==> config.mk <==
export PLATFORM = sky130hd
export DESIGN_NAME = midi_stream_message_parser_unit
export DESIGN_NICKNAME = d
export VERILOG_FILES = /design/src/design/msp_pkg.sv /design/src/design/msp_ctrl.sv /design/src/design/msp_dpath.sv /design/src/design/midi_stream_message_parser_unit.sv
export SDC_FILE = /design/constraint.sdc
export NUM_CORES = 1
export LEC_CHECK = 0
export ABC_AREA = 1
export BUFFER_PORTS_ARGS = -buffer_cell sky130_fd_sc_hd__buf_4
export CAP_MARGIN = 20
export CORE_AREA = 5 5 227 229
export DETAILED_ROUTE_END_ITERATION = 7
export DIE_AREA = 0 0 232 234
export PLACE_DENSITY = 0.67
export RECOVER_POWER = 100
export SKIP_LAST_GASP = 1
export SLEW_MARGIN = 20
export SYNTH_ARGS = -nofsm -noshare
export SYNTH_HDL_FRONTEND = slang
export SYNTH_SLANG_ARGS = --single-unit
==> constraint.sdc <==
create_clock -name i_clk -period 3.6 [get_ports i_clk]
set_clock_uncertainty 0.1 [all_clocks]
set_input_delay 0.18 -clock i_clk [delete_from_list [all_inputs] [get_ports i_clk]]
set_output_delay 0.18 -clock i_clk [all_outputs]
set_load 0.02 [all_outputs]
==> src/design/msp_pkg.sv <==
// ----------------------------------------------------------------------------
// msp_pkg
// shared constants, decode helper and controller/datapath interface types
// ----------------------------------------------------------------------------
`default_nettype none

package msp_pkg;

    // storage and output limits
    localparam int SYSEX_DEPTH_DEF = 64;
    localparam int MAX_RESULTS     = 64;

    // byte codes
    localparam logic [7:0] B_RT_MIN      = 8'hF8;
    localparam logic [7:0] B_SX_START    = 8'hF0;
    localparam logic [7:0] B_SX_END      = 8'hF7;
    localparam logic [7:0] B_SYS_COMMON  = 8'hF0;
    localparam logic [7:0] B_NOTE_MIN    = 8'h80;
    localparam logic [7:0] B_NOTE_MAX    = 8'hBF;
    localparam logic [7:0] B_PROG_MIN    = 8'hC0;
    localparam logic [7:0] B_PROG_MAX    = 8'hDF;
    localparam logic [7:0] B_BEND_MIN    = 8'hE0;
    localparam logic [7:0] B_BEND_MAX    = 8'hEF;
    localparam logic [7:0] B_MTC_QF      = 8'hF1;
    localparam logic [7:0] B_SONG_SEL    = 8'hF3;
    localparam logic [7:0] B_SONG_POS    = 8'hF2;

    // number of data bytes a status byte takes
    function automatic logic [1:0] needed_data(input logic [7:0] s);
        logic [1:0] n;
        n = 2'd0;
        if (s inside {[B_NOTE_MIN:B_NOTE_MAX]}) begin
            n = 2'd2;
        end else if (s inside {[B_PROG_MIN:B_PROG_MAX]}) begin
            n = 2'd1;
        end else if (s inside {[B_BEND_MIN:B_BEND_MAX]}) begin
            n = 2'd2;
        end else if (s == B_MTC_QF || s == B_SONG_SEL) begin
            n = 2'd1;
        end else if (s == B_SONG_POS) begin
            n = 2'd2;
        end
        return n;
    endfunction

    // controller to datapath
    typedef struct packed {
        logic accept;    // take the input byte and update the parser
        logic msg_next;  // move the next data byte of a message out
        logic sx_read;   // first read of the sysex buffer
        logic sx_load;   // move a buffered sysex byte out, prefetch the next
    } t_cmd;

    // datapath to controller
    typedef struct packed {
        logic slot_free; // output register empty or being drained
        logic msg_cont;  // input byte completes a message with data bytes
        logic sx_end;    // input byte closes an open sysex
        logic msg_last;  // current message byte is the final one
        logic sx_last;   // current sysex byte is the final one
    } t_status;

endpackage

`default_nettype wire

==> src/design/msp_ctrl.sv <==
// ----------------------------------------------------------------------------
// msp_ctrl
// sequencing of byte intake, message emission and sysex drain
// ----------------------------------------------------------------------------
`default_nettype none

module msp_ctrl (
    input  wire logic             i_clk,
    input  wire logic             i_rst_n,
    input  wire logic             i_in_valid,
    output logic                  o_in_ready,
    input  wire msp_pkg::t_status i_st,
    output msp_pkg::t_cmd         o_cmd
);
    import msp_pkg::*;

    typedef enum logic [3:0] {
        ST_IDLE    = 4'b0001,
        ST_MSG     = 4'b0010,
        ST_SX_READ = 4'b0100,
        ST_SX_LOAD = 4'b1000
    } t_state;

    t_state r_state;
    t_state n_state;

    always_comb begin
        n_state    = r_state;
        o_in_ready = 1'b0;
        o_cmd      = '0;
        case (r_state)
            ST_IDLE: begin
                o_in_ready   = i_st.slot_free;
                o_cmd.accept = i_in_valid && i_st.slot_free;
                if (o_cmd.accept) begin
                    if (i_st.msg_cont) begin
                        n_state = ST_MSG;
                    end else if (i_st.sx_end) begin
                        n_state = ST_SX_READ;
                    end
                end
            end
            ST_MSG: begin
                if (i_st.slot_free) begin
                    o_cmd.msg_next = 1'b1;
                    if (i_st.msg_last) begin
                        n_state = ST_IDLE;
                    end
                end
            end
            ST_SX_READ: begin
                o_cmd.sx_read = 1'b1;
                n_state       = ST_SX_LOAD;
            end
            ST_SX_LOAD: begin
                if (i_st.slot_free) begin
                    o_cmd.sx_load = 1'b1;
                    if (i_st.sx_last) begin
                        n_state = ST_IDLE;
                    end
                end
            end
            default: begin
                n_state = ST_IDLE;
            end
        endcase
    end

    always_ff @(posedge i_clk) begin
        if (!i_rst_n) begin
            r_state <= ST_IDLE;
        end else begin
            r_state <= n_state;
        end
    end

endmodule

`default_nettype wire

==> src/design/msp_dpath.sv <==
// ----------------------------------------------------------------------------
// msp_dpath
// parser state, sysex buffer and output register
// ----------------------------------------------------------------------------
`default_nettype none

module msp_dpath #(
    parameter int SYSEX_DEPTH = msp_pkg::SYSEX_DEPTH_DEF
) (
    input  wire logic             i_clk,
    input  wire logic             i_rst_n,
    input  wire logic [7:0]       i_in_byte,
    input  wire logic             i_out_ready,
    input  wire msp_pkg::t_cmd    i_cmd,
    output msp_pkg::t_status      o_st,
    output logic                  o_out_valid,
    output logic [7:0]            o_out_byte,
    output logic                  o_last
);
    import msp_pkg::*;

    localparam int AW = (SYSEX_DEPTH > 1) ? $clog2(SYSEX_DEPTH) : 1;
    localparam int FW = $clog2(SYSEX_DEPTH + 1);

    // parser state
    logic [7:0]    r_running;
    logic [7:0]    r_cur;
    logic [6:0]    r_data [2];
    logic [1:0]    r_count;
    logic [1:0]    r_expected;
    logic          r_active;
    logic          r_sx_open;
    logic [FW-1:0] r_fill;

    // emission
    logic [1:0]    r_msg_idx;
    logic [AW-1:0] r_rd_idx;
    logic [AW-1:0] r_sx_last;
    logic [7:0]    r_rd_data;
    logic [7:0]    r_mem [SYSEX_DEPTH];
    logic          r_out_valid;
    logic [7:0]    r_out_byte;
    logic          r_out_last;

    // decode
    logic          is_rt;
    logic          is_status;
    logic          is_sx_start;
    logic          is_sx_end;
    logic [1:0]    needed_b;
    logic [7:0]    eff_status;
    logic [1:0]    eff_count;
    logic [1:0]    eff_exp;
    logic [1:0]    cnt1;
    logic          data_go;
    logic          data_done;
    logic          store_room;
    logic [FW-1:0] fill_inc;
    logic [FW-1:0] fill_end;
    logic [AW-1:0] sx_last_n;

    // output load
    logic          load;
    logic [7:0]    load_byte;
    logic          load_last;

    // buffer ports
    logic          wr_en;
    logic [AW-1:0] wr_addr;
    logic          rd_en;
    logic [AW-1:0] rd_addr;

    always_comb begin
        is_rt       = (i_in_byte >= B_RT_MIN);
        is_status   = i_in_byte[7];
        is_sx_start = (i_in_byte == B_SX_START);
        is_sx_end   = (i_in_byte == B_SX_END);
        needed_b    = needed_data(i_in_byte);

        // running status opens a fresh message
        eff_status  = r_active ? r_cur      : r_running;
        eff_count   = r_active ? r_count    : 2'd0;
        eff_exp     = r_active ? r_expected : needed_data(r_running);
        cnt1        = eff_count + 2'd1;
        data_go     = !is_status && !r_sx_open && (r_active || (r_running != 8'h00));
        data_done   = data_go && (cnt1 >= eff_exp);

        store_room  = (r_fill < FW'(SYSEX_DEPTH));
        fill_inc    = r_fill + FW'(1);
        fill_end    = store_room ? fill_inc : r_fill;
        sx_last_n   = (32'(fill_end) > 32'(MAX_RESULTS)) ? AW'(MAX_RESULTS - 1)
                                                         : AW'(fill_end - FW'(1));
    end

    always_comb begin
        load      = 1'b0;
        load_byte = i_in_byte;
        load_last = 1'b1;
        if (i_cmd.accept) begin
            if (is_rt) begin
                load = 1'b1;
            end else if (is_status && !is_sx_start && !is_sx_end && (needed_b == 2'd0)) begin
                load = 1'b1;
            end else if (data_done) begin
                load      = 1'b1;
                load_byte = eff_status;
                load_last = (eff_exp == 2'd0);
            end
        end else if (i_cmd.msg_next) begin
            load      = 1'b1;
            load_byte = {1'b0, r_data[r_msg_idx[1]]};
            load_last = (r_msg_idx == r_expected);
        end else if (i_cmd.sx_load) begin
            load      = 1'b1;
            load_byte = r_rd_data;
            load_last = (r_rd_idx == r_sx_last);
        end
    end

    always_comb begin
        wr_en   = i_cmd.accept && (is_sx_start ||
                  ((is_sx_end || !is_status) && r_sx_open && store_room));
        wr_addr = is_sx_start ? '0 : r_fill[AW-1:0];
        rd_en   = i_cmd.sx_read || (i_cmd.sx_load && (r_rd_idx != r_sx_last));
        rd_addr = i_cmd.sx_load ? AW'(r_rd_idx + AW'(1)) : r_rd_idx;
    end

    // sysex buffer, registered read
    always_ff @(posedge i_clk) begin
        if (wr_en) begin
            r_mem[wr_addr] <= i_in_byte;
        end
        if (rd_en) begin
            r_rd_data <= r_mem[rd_addr];
        end
    end

    // parser control state
    always_ff @(posedge i_clk) begin
        if (!i_rst_n) begin
            r_running  <= 8'h00;
            r_cur      <= 8'h00;
            r_count    <= 2'd0;
            r_expected <= 2'd0;
            r_active   <= 1'b0;
            r_sx_open  <= 1'b0;
            r_fill     <= '0;
        end else if (i_cmd.accept && !is_rt) begin
            if (is_sx_start) begin
                r_sx_open <= 1'b1;
                r_fill    <= FW'(1);
                r_running <= 8'h00;
                r_active  <= 1'b0;
            end else if (is_sx_end) begin
                r_sx_open <= 1'b0;
                r_fill    <= '0;
                r_running <= 8'h00;
                r_active  <= 1'b0;
            end else if (is_status) begin
                r_sx_open  <= 1'b0;
                r_fill     <= '0;
                r_cur      <= i_in_byte;
                r_count    <= 2'd0;
                r_expected <= needed_b;
                r_active   <= (needed_b != 2'd0) || (i_in_byte < B_SYS_COMMON);
                r_running  <= (i_in_byte < B_SYS_COMMON) ? i_in_byte : 8'h00;
            end else if (r_sx_open) begin
                if (store_room) begin
                    r_fill <= fill_inc;
                end
            end else if (data_go) begin
                r_cur      <= eff_status;
                r_expected <= eff_exp;
                if (data_done) begin
                    r_count  <= 2'd0;
                    r_active <= (r_running != 8'h00);
                end else begin
                    r_count  <= cnt1;
                    r_active <= 1'b1;
                end
            end
        end
    end

    // payload registers
    always_ff @(posedge i_clk) begin
        if (i_cmd.accept && data_go) begin
            r_data[eff_count[0]] <= i_in_byte[6:0];
        end
        if (i_cmd.accept && data_done) begin
            r_msg_idx <= 2'd1;
        end else if (i_cmd.msg_next) begin
            r_msg_idx <= r_msg_idx + 2'd1;
        end
        if (i_cmd.accept && is_sx_end && r_sx_open) begin
            r_rd_idx  <= '0;
            r_sx_last <= sx_last_n;
        end else if (i_cmd.sx_load && (r_rd_idx != r_sx_last)) begin
            r_rd_idx <= AW'(r_rd_idx + AW'(1));
        end
        if (load) begin
            r_out_byte <= load_byte;
            r_out_last <= load_last;
        end
    end

    always_ff @(posedge i_clk) begin
        if (!i_rst_n) begin
            r_out_valid <= 1'b0;
        end else if (load) begin
            r_out_valid <= 1'b1;
        end else if (i_out_ready) begin
            r_out_valid <= 1'b0;
        end
    end

    always_comb begin
        o_st.slot_free = !r_out_valid || i_out_ready;
        o_st.msg_cont  = data_done && (eff_exp != 2'd0);
        o_st.sx_end    = is_sx_end && r_sx_open;
        o_st.msg_last  = (r_msg_idx == r_expected);
        o_st.sx_last   = (r_rd_idx == r_sx_last);
    end

    assign o_out_valid = r_out_valid;
    assign o_out_byte  = r_out_byte;
    assign o_last      = r_out_last;

endmodule

`default_nettype wire

==> src/design/midi_stream_message_parser_unit.sv <==
// ----------------------------------------------------------------------------
// midi_stream_message_parser_unit
// midi byte stream parser with running status and buffered sysex
// ----------------------------------------------------------------------------
//
//  channel | signals                              | moves
//  --------+--------------------------------------+---------------------------
//  input   | i_in_valid, o_in_ready, i_in_byte    | one raw midi byte
//  output  | o_out_valid, i_out_ready, o_out_byte,| one message byte, o_last
//          | o_last                               | on the final byte
//
//  one input byte a cycle while the output register is free or being taken
//  a completed channel or common message holds the input while its data bytes
//  (at most two) follow the status byte out
//  a closing f7 holds the input while the buffered sysex, at most 64 bytes,
//  drains: one buffer read to prime the read register, then one buffered
//  byte a cycle while the output is free; output stalls hold the input;
//  reset is synchronous, active low, and needs no clearing pass since only
//  bytes written in the current sysex are read
`default_nettype none

module midi_stream_message_parser_unit #(
    parameter int SYSEX_DEPTH = msp_pkg::SYSEX_DEPTH_DEF
) (
    input  wire logic       i_clk,
    input  wire logic       i_rst_n,
    input  wire logic       i_in_valid,
    output logic            o_in_ready,
    input  wire logic [7:0] i_in_byte,
    output logic            o_out_valid,
    input  wire logic       i_out_ready,
    output logic [7:0]      o_out_byte,
    output logic            o_last
);
    import msp_pkg::*;

    // command and status between sequencer and datapath
    t_cmd    cmd;
    t_status st;

    // sequencer: idle intake, message data emission, sysex drain
    msp_ctrl u_ctrl (
        .i_clk      (i_clk),
        .i_rst_n    (i_rst_n),
        .i_in_valid (i_in_valid),
        .o_in_ready (o_in_ready),
        .i_st       (st),
        .o_cmd      (cmd)
    );

    // datapath: running status, data byte capture, sysex buffer and the
    // output register; intake continues only while it is empty or being taken
    msp_dpath #(
        .SYSEX_DEPTH (SYSEX_DEPTH)
    ) u_dpath (
        .i_clk       (i_clk),
        .i_rst_n     (i_rst_n),
        .i_in_byte   (i_in_byte),
        .i_out_ready (i_out_ready),
        .i_cmd       (cmd),
        .o_st        (st),
        .o_out_valid (o_out_valid),
        .o_out_byte  (o_out_byte),
        .o_last      (o_last)
    );

endmodule

`default_nettype wire

# --- Yosys cells after proc, flatten, opt, wreduce, memory -nomap -nowiden ---
# Memories as Yosys holds them, arrays and structs flattened. A register that Yosys moved wholly into a read port is not among the register bits.
# Index checks and enable logic that the tools add are counted.
classes:
  n_bitwise: 2
  reduce_logical: 53
  n_lt_le_gt_ge: 17
  add_sub_neg: 5
  n_eq_ne: 23
  muxes: 83
op_table:
  columns: ["cell", "count"]
  rows:
  - ["$mux W8", 14]
  - ["$eq A8 B8 Y1 const B", 8]
  - ["$ge A8 B8 Y1 const B", 7]
  - ["$le A8 B8 Y1 const B", 6]
  - ["$mux W2", 19]
  - ["$mux W1", 35]
  - ["$mux W7", 5]
  - ["$mux W4", 7]
  - ["$logic_and A1 B1 Y1", 24]
  - ["$pmux W4 S4", 1]
  - ["$mux W6", 2]
  - ["$logic_or A1 B1 Y1", 8]
  - ["$lt A8 B8 Y1 const B", 1]
  - ["$reduce_bool A2 Y1", 4]
  - ["$reduce_bool A4 Y1", 2]
  - ["$reduce_bool A8 Y1", 1]
  - ["$add A7 B1 Y7 const B", 1]
  - ["$gt A7 B7 Y1 const B", 1]
  - ["$lt A7 B7 Y1 const B", 1]
  - ["$add A6 B1 Y6 const B", 1]
  - ["$eq A6 B6 Y1", 1]
  - ["$logic_not A1 Y1", 6]
  - ["$ne A2 B1 Y1 const B", 3]
  - ["$ne A2 B2 Y1 const B", 3]
  - ["other kinds (18)", 22]
word_totals:
  elab_cells: 199
  out_inout_bits: 11
  mem_count: 2
  reg_bits: 57
  mem_bits_rw: 526
  input_bits: 12
memory_table:
  columns: ["name", "depth", "width", "rd", "rd_clocked_by_memory_dff", "write_ports", "line", "source"]
  rows:
  - ["u_dpath.r_mem", 64, 8, 1, 1, 1, "msp_dpath.sv:40", "logic [7:0] r_mem [SYSEX_DEPTH];"]
  - ["u_dpath.r_data", 2, 7, 1, 1, 1, "msp_dpath.sv:28", "logic [6:0] r_data [2];"]

# --- Longest topological paths before layout ---
# Gate-level depths: netlist of run 1.
logic_depth:
  depth_word: 15
  depth_mapped: 16
  depth_no_buf: 13

# --- By module ---
# From an unflattened synthesis of run 1, not the netlist that was laid out.
hier_totals:
  cells_unflattened: 2820
  hier_area_um2: 26929.6
modules_own_cells:
  columns: ["module", "seq_area_each_um2", "cells_per_inst", "area_per_inst_um2", "n_inst"]
  rows:
  - ["msp_dpath", 17266.6, 2764, 26594.3, 1]
  - ["msp_ctrl", 80.1, 56, 335.3, 1]

# --- Worst setup path after synthesis of run 1 ---
# OpenSTA, ideal clock, no wires.
synth_path:
  path_type: "register -> register"
  from: "register u_dpath.r_active"
  to: "register u_dpath.r_out_last (netlist: u_dpath.o_last) (enable)"
  setup_slack_ns: 1.197
  arrival_time_ns: 1.974
  period_less_slack_ns: 2.403
  n_path_buf: 2
  stages_incl_launch_ff: 12
  path_cell_list: "dfxtp_1 -> buf_2 -> clkbuf_1 -> nand2_1 -> xor2_1 -> ha_1 -> a21oi_1 -> nor2_1 -> clkinv_1 -> nand3_1 -> nand2_1 -> inv_1"
synth_between:
  elab_chain_cells: 8
  elab_cells_between_ends: 11
synth_lines:
  columns: ["element", "line", "source"]
  rows:
  - ["from (decl)", "msp_dpath.sv:31", "logic r_active;"]
  - ["from (signal assigned)", "msp_dpath.sv:165", "r_active <= (needed_b != 2'd0) || (i_in_byte < B_SYS_COMMON);"]
  - ["from (signal assigned)", "msp_dpath.sv:176", "r_active <= (r_running != 8'h00);"]
  - ["$mux W2", "msp_dpath.sv:82", "eff_count = r_active ? r_count : 2'd0;"]
  - ["$add A2 B1 Y2", "msp_dpath.sv:84", "cnt1 = eff_count + 2'd1;"]
  - ["$ge A2 B2 Y1", "msp_dpath.sv:86", "data_done = data_go && (cnt1 >= eff_exp);"]
  - ["$logic_and A1 B1 Y1 *", "msp_dpath.sv:86", null]
  - ["$mux W1 *", "msp_dpath.sv:104", "end else if (data_done) begin"]
  - ["$mux W1 *", "msp_dpath.sv:102", "end else if (is_status && !is_sx_start && !is_sx_end && (needed_b == 2'd0)) begin"]
  - ["$mux W1 *", "msp_dpath.sv:100", "if (is_rt) begin"]
  - ["$mux W1 *", "msp_dpath.sv:99", "if (i_cmd.accept) begin"]
  - ["named net u_dpath.load", "msp_dpath.sv:63", "logic load;"]
  - ["to (signal assigned)", "msp_dpath.sv:203", "r_out_last <= load_last;"]
  - ["to (decl)", "msp_dpath.sv:43", "logic r_out_last;"]
# The timed path passes the listed nets; every way through them passes the cells marked *.
# A chain may end at the register's enable or synchronous reset.

# --- Worst setup path in the final report of run 1 ---
layout_path:
  from: "register u_dpath.r_out_valid (netlist: u_dpath.o_out_valid)"
  to: "register u_dpath.r_rd_data[1], read port of u_dpath.r_mem, data pin"
layout_between:
  elab_chain_cells: 6
  elab_cells_between_ends: 7
layout_lines:
  columns: ["element", "line", "source"]
  rows:
  - ["from (decl)", "msp_dpath.sv:41", "logic r_out_valid;"]
  - ["from (signal assigned)", "msp_dpath.sv:209", "r_out_valid <= 1'b0;"]
  - ["from (signal assigned)", "msp_dpath.sv:211", "r_out_valid <= 1'b1;"]
  - ["from (signal assigned)", "msp_dpath.sv:213", "r_out_valid <= 1'b0;"]
  - ["$logic_not A1 Y1 *", "msp_dpath.sv:218", "o_st.slot_free = !r_out_valid || i_out_ready;"]
  - ["$logic_or A1 B1 Y1 *", "msp_dpath.sv:218", null]
  - ["$mux W1 *", "msp_ctrl.sv:56", "if (i_st.slot_free) begin"]
  - ["$mux W1 *", "msp_ctrl.sv:31", "case (r_state)"]
  - ["$logic_and A1 B1 Y1", "msp_dpath.sv:124", "rd_en = i_cmd.sx_read || (i_cmd.sx_load && (r_rd_idx != r_sx_last));"]
  - ["$logic_or A1 B1 Y1", "msp_dpath.sv:124", null]
  - ["to (decl)", "msp_dpath.sv:39", "logic [7:0] r_rd_data;"]
# Every way passes the cells marked *; elsewhere a longest branch is shown, timed or not.

==> results_dict.tcl, run 1 <==
set metrics [dict create \
    hold-path-endpoint "u_dpath.r_sx_open" \
    fp.dieW_um 232 \
    path_clk_slew_ns 0.06 \
    reg2reg_depth 13 \
    start_util_pct 54.2 \
    vias 19300 \
    async_reset_ff_share_pct 0 \
    numPortBuffers 22 \
    antenna_left 0 \
    worstMarginPinSlew_ns 2.25 \
    ys_top_cells_by_area "edfxtp_1 (61%), nand2_1 (10%), nand3_1 (9.1%), inv_1 (6.7%), dfxtp_1 (3.2%)" \
    ir_drop_uv 415 \
    synth-seq-cells 592 \
    dp_hpwl_mm 46.0 \
    rows 82 \
    syn_inst 2723 \
    antenna_found_initial 1 \
    nets 2803 \
    slowest_stage "buf_12" \
    powerDensity_nw_per_um2 488 \
    core_um2 49500 \
    drt_iter0_markers 2189 \
    synth_top_area_share_pct 61.5 \
    place_ws_ns 0.454 \
    cts_setup_buffers 0 \
    ctsLongestPathBuffers 3 \
    cts_tree "done" \
    ys_seq_area_share_pct 64.7 \
    syn_to_final_growth_pct 10.8 \
    mappedNetlistArea_um2 26800 \
    synth_most_common_cell "nand2_1" \
    finalMaxSlewViolations 181 \
    avgSynthCellArea_um2 9.85 \
    critical_path_class "flop to flop" \
    critPathLaunch "u_dpath.o_out_valid" \
    final_cell_area_um2 29700 \
    finalCritPeriodShare_pct 91.7 \
    placed_area_um2 28000 \
    crit_chain "nand2_1 -> nand3_2 -> buf_4 -> nand2_2 -> nand2_4 -> buf_12 -> nand2_1 -> nand3_1 -> nand3_1 -> nand3_1 -> nand3_1 -> nand3_1 -> nand2_1" \
    violations "max-capacitance violations, max-slew violations" \
    grt_max_degree 97 \
    cp_top_family "simple AND/OR/NAND/NOR gates" \
    grt_usage_pct 27.0 \
    vias_per_cell 5.50 \
    worstReg2RegStart "u_dpath.o_out_valid" \
    htreeDepth 2 \
    crit_required_ns 3.87 \
    synth_cell_types 48 \
    power_leakage_nw 12.2 \
    die_h_um 234 \
    drt-total-wl_mm 73.1 \
    wl_per_cell_um 20.9 \
    first_pass_iters 6 \
    worst-path-buf-inv 2 \
    whs_ns 0.0702 \
    crit_fanout 83 \
    yosysWarnings 0 \
    finalCriticalPeriod_ns 3.30 \
    die_area_um2 54300 \
    critPathLaunchType "flop" \
    hold_depth 6 \
    gp_congestion 0.935 \
    path_common_cell "nand3_1" \
    rsz0062_at_grt "no" \
    setup-tns-final_ns 0 \
    root_buffer "clkbuf_16" \
    post_cts_resized 0 \
    synth_common_cells "nand2_1 (728), edfxtp_1 (549), nand3_1 (487)" \
    maxSlewHeadroom_pct -50.3 \
    rrSetupSlack_ns 0.30 \
    r2r-end "u_dpath.r_rd_data[1]" \
    cts_buffers 60 \
    hold_violations 0 \
    final_util_pct 60.1 \
    ys.flop_type "edfxtp_1" \
    clk_latency_ns 0.62 \
    drv_cap 4 \
    worstPathArrival_ns 3.57 \
    grt_pass1_vias 18500 \
    setup_ws_ns 0.298 \
    synth_area_leader_cell "edfxtp_1" \
    slowest_delay_ns 0.35 \
    end_kind "flop" \
    drc 0 \
    synth_nets 2739 \
    grt_pass1_wl_mm 111 \
    hold_path_class "input port to flop" \
    fmax_mhz 303 \
    cts.sinks 592 \
    ios 23 \
    run_status "finished with violations" \
    setup_violations 0 \
    synth_edf_count 549 \
    drive_gt1_share_pct 6.40 \
    grt-ovfl-total 0 \
    worstHoldStart "i_in_byte[2]" \
]
timing repair:
action                                  CTS  global route
hold buffers                             11             0
endpoints found under the setup margin    0             0
endpoints found under the hold margin    39             0
cell families after synthesis:
logic type / synth area share (%)
flops: 64.7
xor+xnor: 0.653
buf+inv: 9.36
mux: 0.210
compound gates: 2.35
simple gates: 22.5
fa+ha+maj: 0.187
placed cells by master (no fill, tap or decap), types with 3 or more instances in the layout:
master	n
a211oi_1	7
a21oi_1	40
a31oi_1	9
buf_12	7
buf_4	42
bufinv_16	7
clkbuf_1	66
clkbuf_16	61
clkbuf_2	8
clkinv_1	12
clkinv_2	9
clkinvlp_4	5
dfxtp_1	43
dlygate4sd3_1	11
edfxtp_1	549
ha_1	4
inv_1	479
inv_2	5
mux2_2	5
nand2_1	729
nand2_2	4
nand2_4	3
nand3_1	488
nand3_4	3
nand3b_1	9
nand4_1	8
nor2_1	109
nor2_2	3
nor2_4	4
nor3_1	10
o211ai_1	7
o21ai_0	32
o22ai_1	4
or2_2	5
xnor2_1	10
xor2_1	10
worst max-delay path by stage:
stage          slack [ns]                   end  cells after the start
4_1_cts              0.45  u_dpath.r_rd_data[1]                     13
6_report             0.30  u_dpath.r_rd_data[1]                     13
2_1_floorplan        1.20        u_dpath.o_last                     11
3_5_place_dp         0.45  u_dpath.r_rd_data[1]                     11
3_3_place_gp         0.49  u_dpath.r_rd_data[1]                     11
5_1_grt              0.13   u_dpath.r_mem[5][2]                     10
metal layers:
layer / GRT usage [%] / vias to the layer above / wire length, µm
li1: - / 9022 / -
met1: 36.7 / 9227 / 29500
met2: 44.4 / 858 / 34800
met3: 4.76 / 159 / 6310
met4: 9.18 / 0 / 2520
met5: 0 / - / 0
layout make-up:
cell class              count  area, µm²
inverters                 486       1830
diodes                      1       2.50
fillers                  4188      19700
clock buffers              70       1560
repair buffers            126        827
well taps                 672        841
multi-input cells        1521       6960
clock inverters            34        352
flip-flops and latches    592      17300
state kept, by name, summed over array words and instances, names as in the netlist, 2 cells and up, named ones only:
signal	flops
u_dpath.r_mem	512
u_dpath.r_data	14
u_dpath.o_out_byte	8
u_dpath.r_cur	8
u_dpath.r_rd_data	8
u_dpath.r_running	8
u_dpath.r_fill	7
u_dpath.r_rd_idx	6
u_dpath.r_sx_last	6
u_ctrl.r_state	4
u_dpath.r_count	2
u_dpath.r_expected	2
u_dpath.r_msg_idx	2
through the flow:
stage / std cells / power [mW]
CTS: 3501 / 14.6
global route: 3501 / 14.9
global placement: 3386 / 8.52
finish: 3502 / 14.5
floorplan: 2723 / 8.15
detailed placement: 3386 / 8.52
power by group:
part | switching, mW | internal, mW | total (mW)
clock | 2.55 | 3.57 | 6.11
combinational | 0.589 | 0.187 | 0.776
sequential | 0.0312 | 7.57 | 7.60
worst min-delay path, delay by kind of cell:
family / cells / cell delay [ns]
buffers and inverters: 2 / 0.20
AO/OA/AOI/OAI: 1 / 0.06
AND/OR/NAND/NOR: 3 / 0.30
Power figures use the tool's default switching activity.
==> run 2, diff against run 1 <==
CELL_PAD_IN_SITES_DETAIL_PLACEMENT = 0   (was not set)
CELL_PAD_IN_SITES_GLOBAL_PLACEMENT = 2   (was not set)
CORE_AREA = 5 5 251 253   (was 5 5 227 229)
DIE_AREA = 0 0 256 258   (was 0 0 232 234)
PLACE_DENSITY = 0.81   (was 0.67)
==> run 2 against run 1 <==
Against the previous run:
- the run still ends with max-capacitance violations, max-slew violations left
- critical path depth did not move
- routed wire length up 4.0%
- final cell count increased by 3.4%
- combinational power shrank 1%
- sequential share of layout area is 0.70 points lower
- clock power grew 9.7%
- count of clock-buffer cells in the layout rose by 15
- hold slack improved by 0.18 ns
- power rose by 4.0%
- setup slack got worse by 0.10 ns
- critical path type is now input port to flop
- critical endpoint is now u_dpath.r_mem[10][0]
- largest cell class unchanged
- largest power group unchanged
==> results_dict.tcl, run 2 (synthesis results as in run 1) <==
set metrics [dict create \
    run_status "finished with violations" \
    violations "max-capacitance violations, max-slew violations" \
    cts_buffers 66 \
    syn_to_final_growth_pct 12.2 \
    ios 23 \
    cts.sinks 592 \
    finalCriticalPeriod_ns 3.40 \
    grt_usage_pct 22.7 \
    post_cts_resized 0 \
    slowest_delay_ns 0.69 \
    path_clk_slew_ns 0.06 \
    drc 0 \
    ctsLongestPathBuffers 3 \
    finalMaxSlewViolations 231 \
    core_um2 60800 \
    worstReg2RegStart "u_dpath.r_running[2]" \
    ir_drop_uv 371 \
    power_leakage_nw 12.3 \
    grt_pass1_wl_mm 114 \
    root_buffer "clkbuf_16" \
    rrSetupSlack_ns 0.34 \
    fp.dieW_um 256 \
    crit_fanout 10 \
    die_h_um 258 \
    path_common_cell "nand2_2" \
    power_mw 15.1 \
    grt_pass1_vias 18200 \
    htreeDepth 3 \
    cts_tree "done" \
    fmax_mhz 294 \
    critical_path_class "input port to flop" \
    worstHoldStart "i_in_byte[7]" \
    numPortBuffers 22 \
    vias 18800 \
    critPathLaunchType "input port" \
    drt-met1-wl_mm 33.3 \
    wl_per_cell_um 21.0 \
    nets 2797 \
    grt_max_degree 88 \
    antenna_found_initial 1 \
    finalCritPeriodShare_pct 94.6 \
    antenna_left 0 \
    critPathLaunch "i_in_byte[6]" \
    vias_per_cell 5.19 \
    drt_iter0_markers 1708 \
    drive_gt1_share_pct 6.22 \
    rows 91 \
    hold-path-endpoint "u_dpath.r_running[7]" \
    crit_required_ns 3.72 \
    top_layer "met4" \
    die_area_um2 66000 \
    powerDensity_nw_per_um2 501 \
    setup-tns-final_ns 0 \
    fillers 5731 \
    largest_reg_flops 512 \
    hold_depth 6 \
    r2r-end "u_dpath.o_out_byte[5]" \
    end_kind "flop" \
    dr_wl_met3_mm 5.05 \
    gp_congestion 0.841 \
    final_cell_mix "nand2_1 (726), edfxtp_1 (549), nand3_1 (488), inv_1 (481), nor2_1 (112)" \
    dp_hpwl_mm 47.8 \
    register_area_um2 17300 \
    setup_violations 0 \
    wl_met2_mm 35.4 \
    drv_cap 4 \
    multi_input_area_um2 6960 \
    top_register "u_dpath.r_mem" \
    clk_latency_ns 0.60 \
    worstMarginPinSlew_ns 2.10 \
    slowest_stage "nor2_1" \
    worstPathArrival_ns 3.52 \
    hold_violations 0 \
    grt-ovfl-total 0 \
    rsz0062_at_grt "no" \
    layout_commonest_cell "nand2_1" \
    reg2reg_depth 13 \
    maxSlewHeadroom_pct -40.0 \
    crit_chain "dlygate4sd3_1 -> clkbuf_1 -> nand2_2 -> nor2_4 -> nand2_4 -> nor4_2 -> clkbuf_1 -> nor2_2 -> nand2_1 -> nand2_2 -> nor2_1 -> nand2_2 -> nor2_1" \
    hold_path_class "input port to flop" \
    drt-total-wl_mm 76.1 \
    first_pass_iters 6 \
    start_util_pct 44.1 \
]
[run 2: final cells by class]
type                            instances  area share (%)
Inverter                              486            6.07
Tap cell                              790            3.29
Multi-Input combinational cell       1521            23.1
Clock buffer                           85            5.94
Clock inverter                         31            1.11
Antenna cell                            1         0.00832
Sequential cell                       592            57.7
Timing Repair Buffer                  114            2.77
[run 2: worst max-delay path, delay by kind of cell]
family,cells,cell delay (ns)
and+or+nand+nor,10,2.05
buffers and inverters,3,1.27
[run 2: what timing repair did]
item	in CTS	in global routing
hold endpoints to repair	66	0
hold buffers	10	0
buffers inserted	0	0
[run 2: power breakdown]
part,switching [mW],internal [mW],leakage [nW]
Sequential,0.0333,7.58,5.29
Combinational,0.579,0.186,5.93
Clock,2.70,4.01,1.04
Total,3.31,11.8,12.3
[run 2: metrics by stage]
step	hold WS [ns]	setup slack (ns)	area, µm²	util, %	instances
2_1_floorplan	0.179	1.20	26800	-	2723
3_3_place_gp	0.352	0.545	28100	46.2	3493
3_5_place_dp	0.358	0.515	28100	46.2	3493
4_1_cts	0.0438	0.495	30300	49.9	3619
5_1_grt	0.234	0.138	30100	49.5	3620
6_report	0.247	0.195	30100	49.5	3620
[run 2: how the worst max path moves through the flow]
stage | end | slack [ns] | depth (start not counted)
3_5_place_dp | u_dpath.r_rd_data[3] | 0.51 | 14
3_3_place_gp | u_dpath.r_rd_data[5] | 0.54 | 14
5_1_grt | u_dpath.o_out_byte[6] | 0.14 | 13
6_report | u_dpath.r_mem[10][0] | 0.20 | 13
2_1_floorplan | u_dpath.o_last | 1.20 | 11
4_1_cts | u_dpath.r_rd_data[3] | 0.50 | 14
[run 2: routing by layer]
layer | GRT usage, % | up-vias
met5 | 0 | -
met4 | 7.74 | 0
met3 | 4.25 | 120
met2 | 36.8 | 551
met1 | 31.3 | 9106
li1 | - | 9017
==> run 3, diff against run 2 <==
CORE_AREA = 5 5 303 246   (was 5 5 251 253)
DIE_AREA = 0 0 308 251   (was 0 0 256 258)
PLACE_DENSITY = 0.73   (was 0.81)
clock period = 2.7 ns   (was 3.6 ns; I/O delays follow)
==> run 3 against run 2 <==
Against the previous run:
- the flow finishes with violations (max-capacitance violations, max-slew violations, negative setup slack)
- die area up 17%
- register-to-register slack worse by 0.29 ns
- via count up 2.5%
- sequential power up 33%
- core utilization down 5.3 points
- combinational power up 56%
- largest cell class unchanged
- highest routed layer unchanged
==> results_dict.tcl, run 3 (synthesis results as in run 1) <==
set metrics [dict create \
    drv_cap 1 \
    worstPathArrival_ns 3.13 \
    drc 0 \
    critical_path_class "input port to flop" \
    cts_tree "done" \
    wl_per_cell_um 21.7 \
    die_area_um2 77300 \
    gp_congestion 0.874 \
    cts_buffers 60 \
    ctsLongestPathBuffers 3 \
    hold_violations 0 \
    crit_fanout 45 \
    final_cell_mix "nand2_1 (725), edfxtp_1 (549), inv_1 (474), nand3_1 (467), buf_4 (129)" \
    end_kind "flop" \
    largest_reg_flops 512 \
    drt_iter0_markers 1805 \
    run_status "finished with violations" \
    slowest_stage "clkbuf_2" \
    final_cell_area_um2 31500 \
    crit_required_ns 3.03 \
    crit_chain "dlygate4sd3_1 -> clkbuf_1 -> clkbuf_4 -> buf_4 -> clkbuf_2 -> o21ai_0 -> o22ai_1" \
    htreeDepth 2 \
    grt_max_degree 85 \
    powerDensity_nw_per_um2 623 \
    power_leakage_nw 12.9 \
    core_um2 71200 \
    antenna_left 0 \
    rsz0062_at_grt "yes" \
    vias_per_cell 4.99 \
    place_ws_ns -0.277 \
    vias 19300 \
    ios 23 \
    path_clk_slew_ns 0.07 \
    grt_pass1_wl_mm 121 \
    nets 2884 \
    die_h_um 251 \
    maxSlewHeadroom_pct -71.8 \
    final_cells 3859 \
    finalMaxSlewViolations 41 \
    cp_top_family "buffers and inverters" \
    layout_commonest_cell "nand2_1" \
    drt-total-wl_mm 83.9 \
    dp_hpwl_mm 52.2 \
    setup_violations 1 \
    violations "max-capacitance violations, max-slew violations, negative setup slack" \
    insertedDiodeCount 0 \
    worstMarginPinSlew_ns 2.58 \
    worst-path-buf-inv 5 \
    final_util_pct 44.2 \
    clk_latency_ns 0.63 \
    setup_ws_ns -0.0957 \
    drive_gt1_share_pct 12.5 \
    slowest_delay_ns 1.10 \
    grt-ovfl-total 0 \
    start_util_pct 37.6 \
    fillers 6835 \
    numPortBuffers 22 \
    grt_usage_pct 20.7 \
    first_pass_iters 5 \
    ir_drop_uv 548 \
    cts.sinks 592 \
    syn_to_final_growth_pct 17.5 \
    placed_area_um2 29000 \
    place_inst 3721 \
    fmax_mhz 358 \
    fp.dieW_um 308 \
    hold_path_class "input port to flop" \
    top_register "u_dpath.r_mem" \
    grt_pass1_vias 18600 \
    whs_ns 0.110 \
    critPathLaunchType "input port" \
    power_mw 19.6 \
    root_buffer "clkbuf_16" \
    finalCriticalPeriod_ns 2.80 \
    antenna_found_initial 0 \
    rows 88 \
    setup-tns-final_ns -0.0957 \
    finalCritPeriodShare_pct 104 \
]
run 3: power by group:
part	leakage (nW)	internal [mW]	total [mW]	switching (mW)
Sequential	5.29	10.1	10.1	0.0411
Clock	0.939	4.69	8.29	3.60
Combinational	6.67	0.335	1.19	0.856
run 3: timing repair:
action	in CTS	in global routing
endpoints found under the hold margin	40	0
setup buffers	2	12
gates resized for setup	12	42
hold buffers	8	0
cloned	0	8
pin swaps	0	4
endpoints found under the setup margin	14	189
run 3: worst paths after layout:
kind	startpoint	endpoint	slack, ns	cells after the start
max reg2reg	u_ctrl.r_state[2]	u_dpath.r_rd_data[5]	0.05	13
min reg2reg	u_dpath.r_cur[7]	u_dpath.r_cur[7]	0.36	2
max	i_in_byte[1]	u_dpath.o_out_byte[1]	-0.1	7
min	i_in_byte[7]	u_dpath.r_cur[3]	0.11	4
run 3: tightest hold or removal path, delay by kind of cell:
kind                   cells  cell delay [ns]
and+or+nand+nor            1             0.13
AOI/OAI and AO/OA          1             0.08
buffers and inverters      2             0.43
run 3: metal layers:
| metal | track usage (%) | vias to the layer above | share of wire [%] |
|---|---|---|---|
| met3 | 3.68 | 99 | 6.6 |
| met2 | 30.9 | 544 | 44 |
| li1 | - | 9194 | - |
| met4 | 4.29 | 0 | 1.8 |
| met5 | 0 | - | 0 |
| met1 | 31.8 | 9433 | 48 |
run 3: layout make-up:
| class | count | area, µm² | area share (%) |
|---|---|---|---|
| clock buffer | 68 | 1550 | 4.93 |
| clock inverter | 40 | 372 | 1.18 |
| inverter | 486 | 1830 | 5.82 |
| multi-input combinational | 1521 | 7160 | 22.7 |
| sequential | 592 | 17300 | 55.1 |
| tap | 945 | 1180 | 3.75 |
| timing repair buffer | 207 | 2050 | 6.50 |
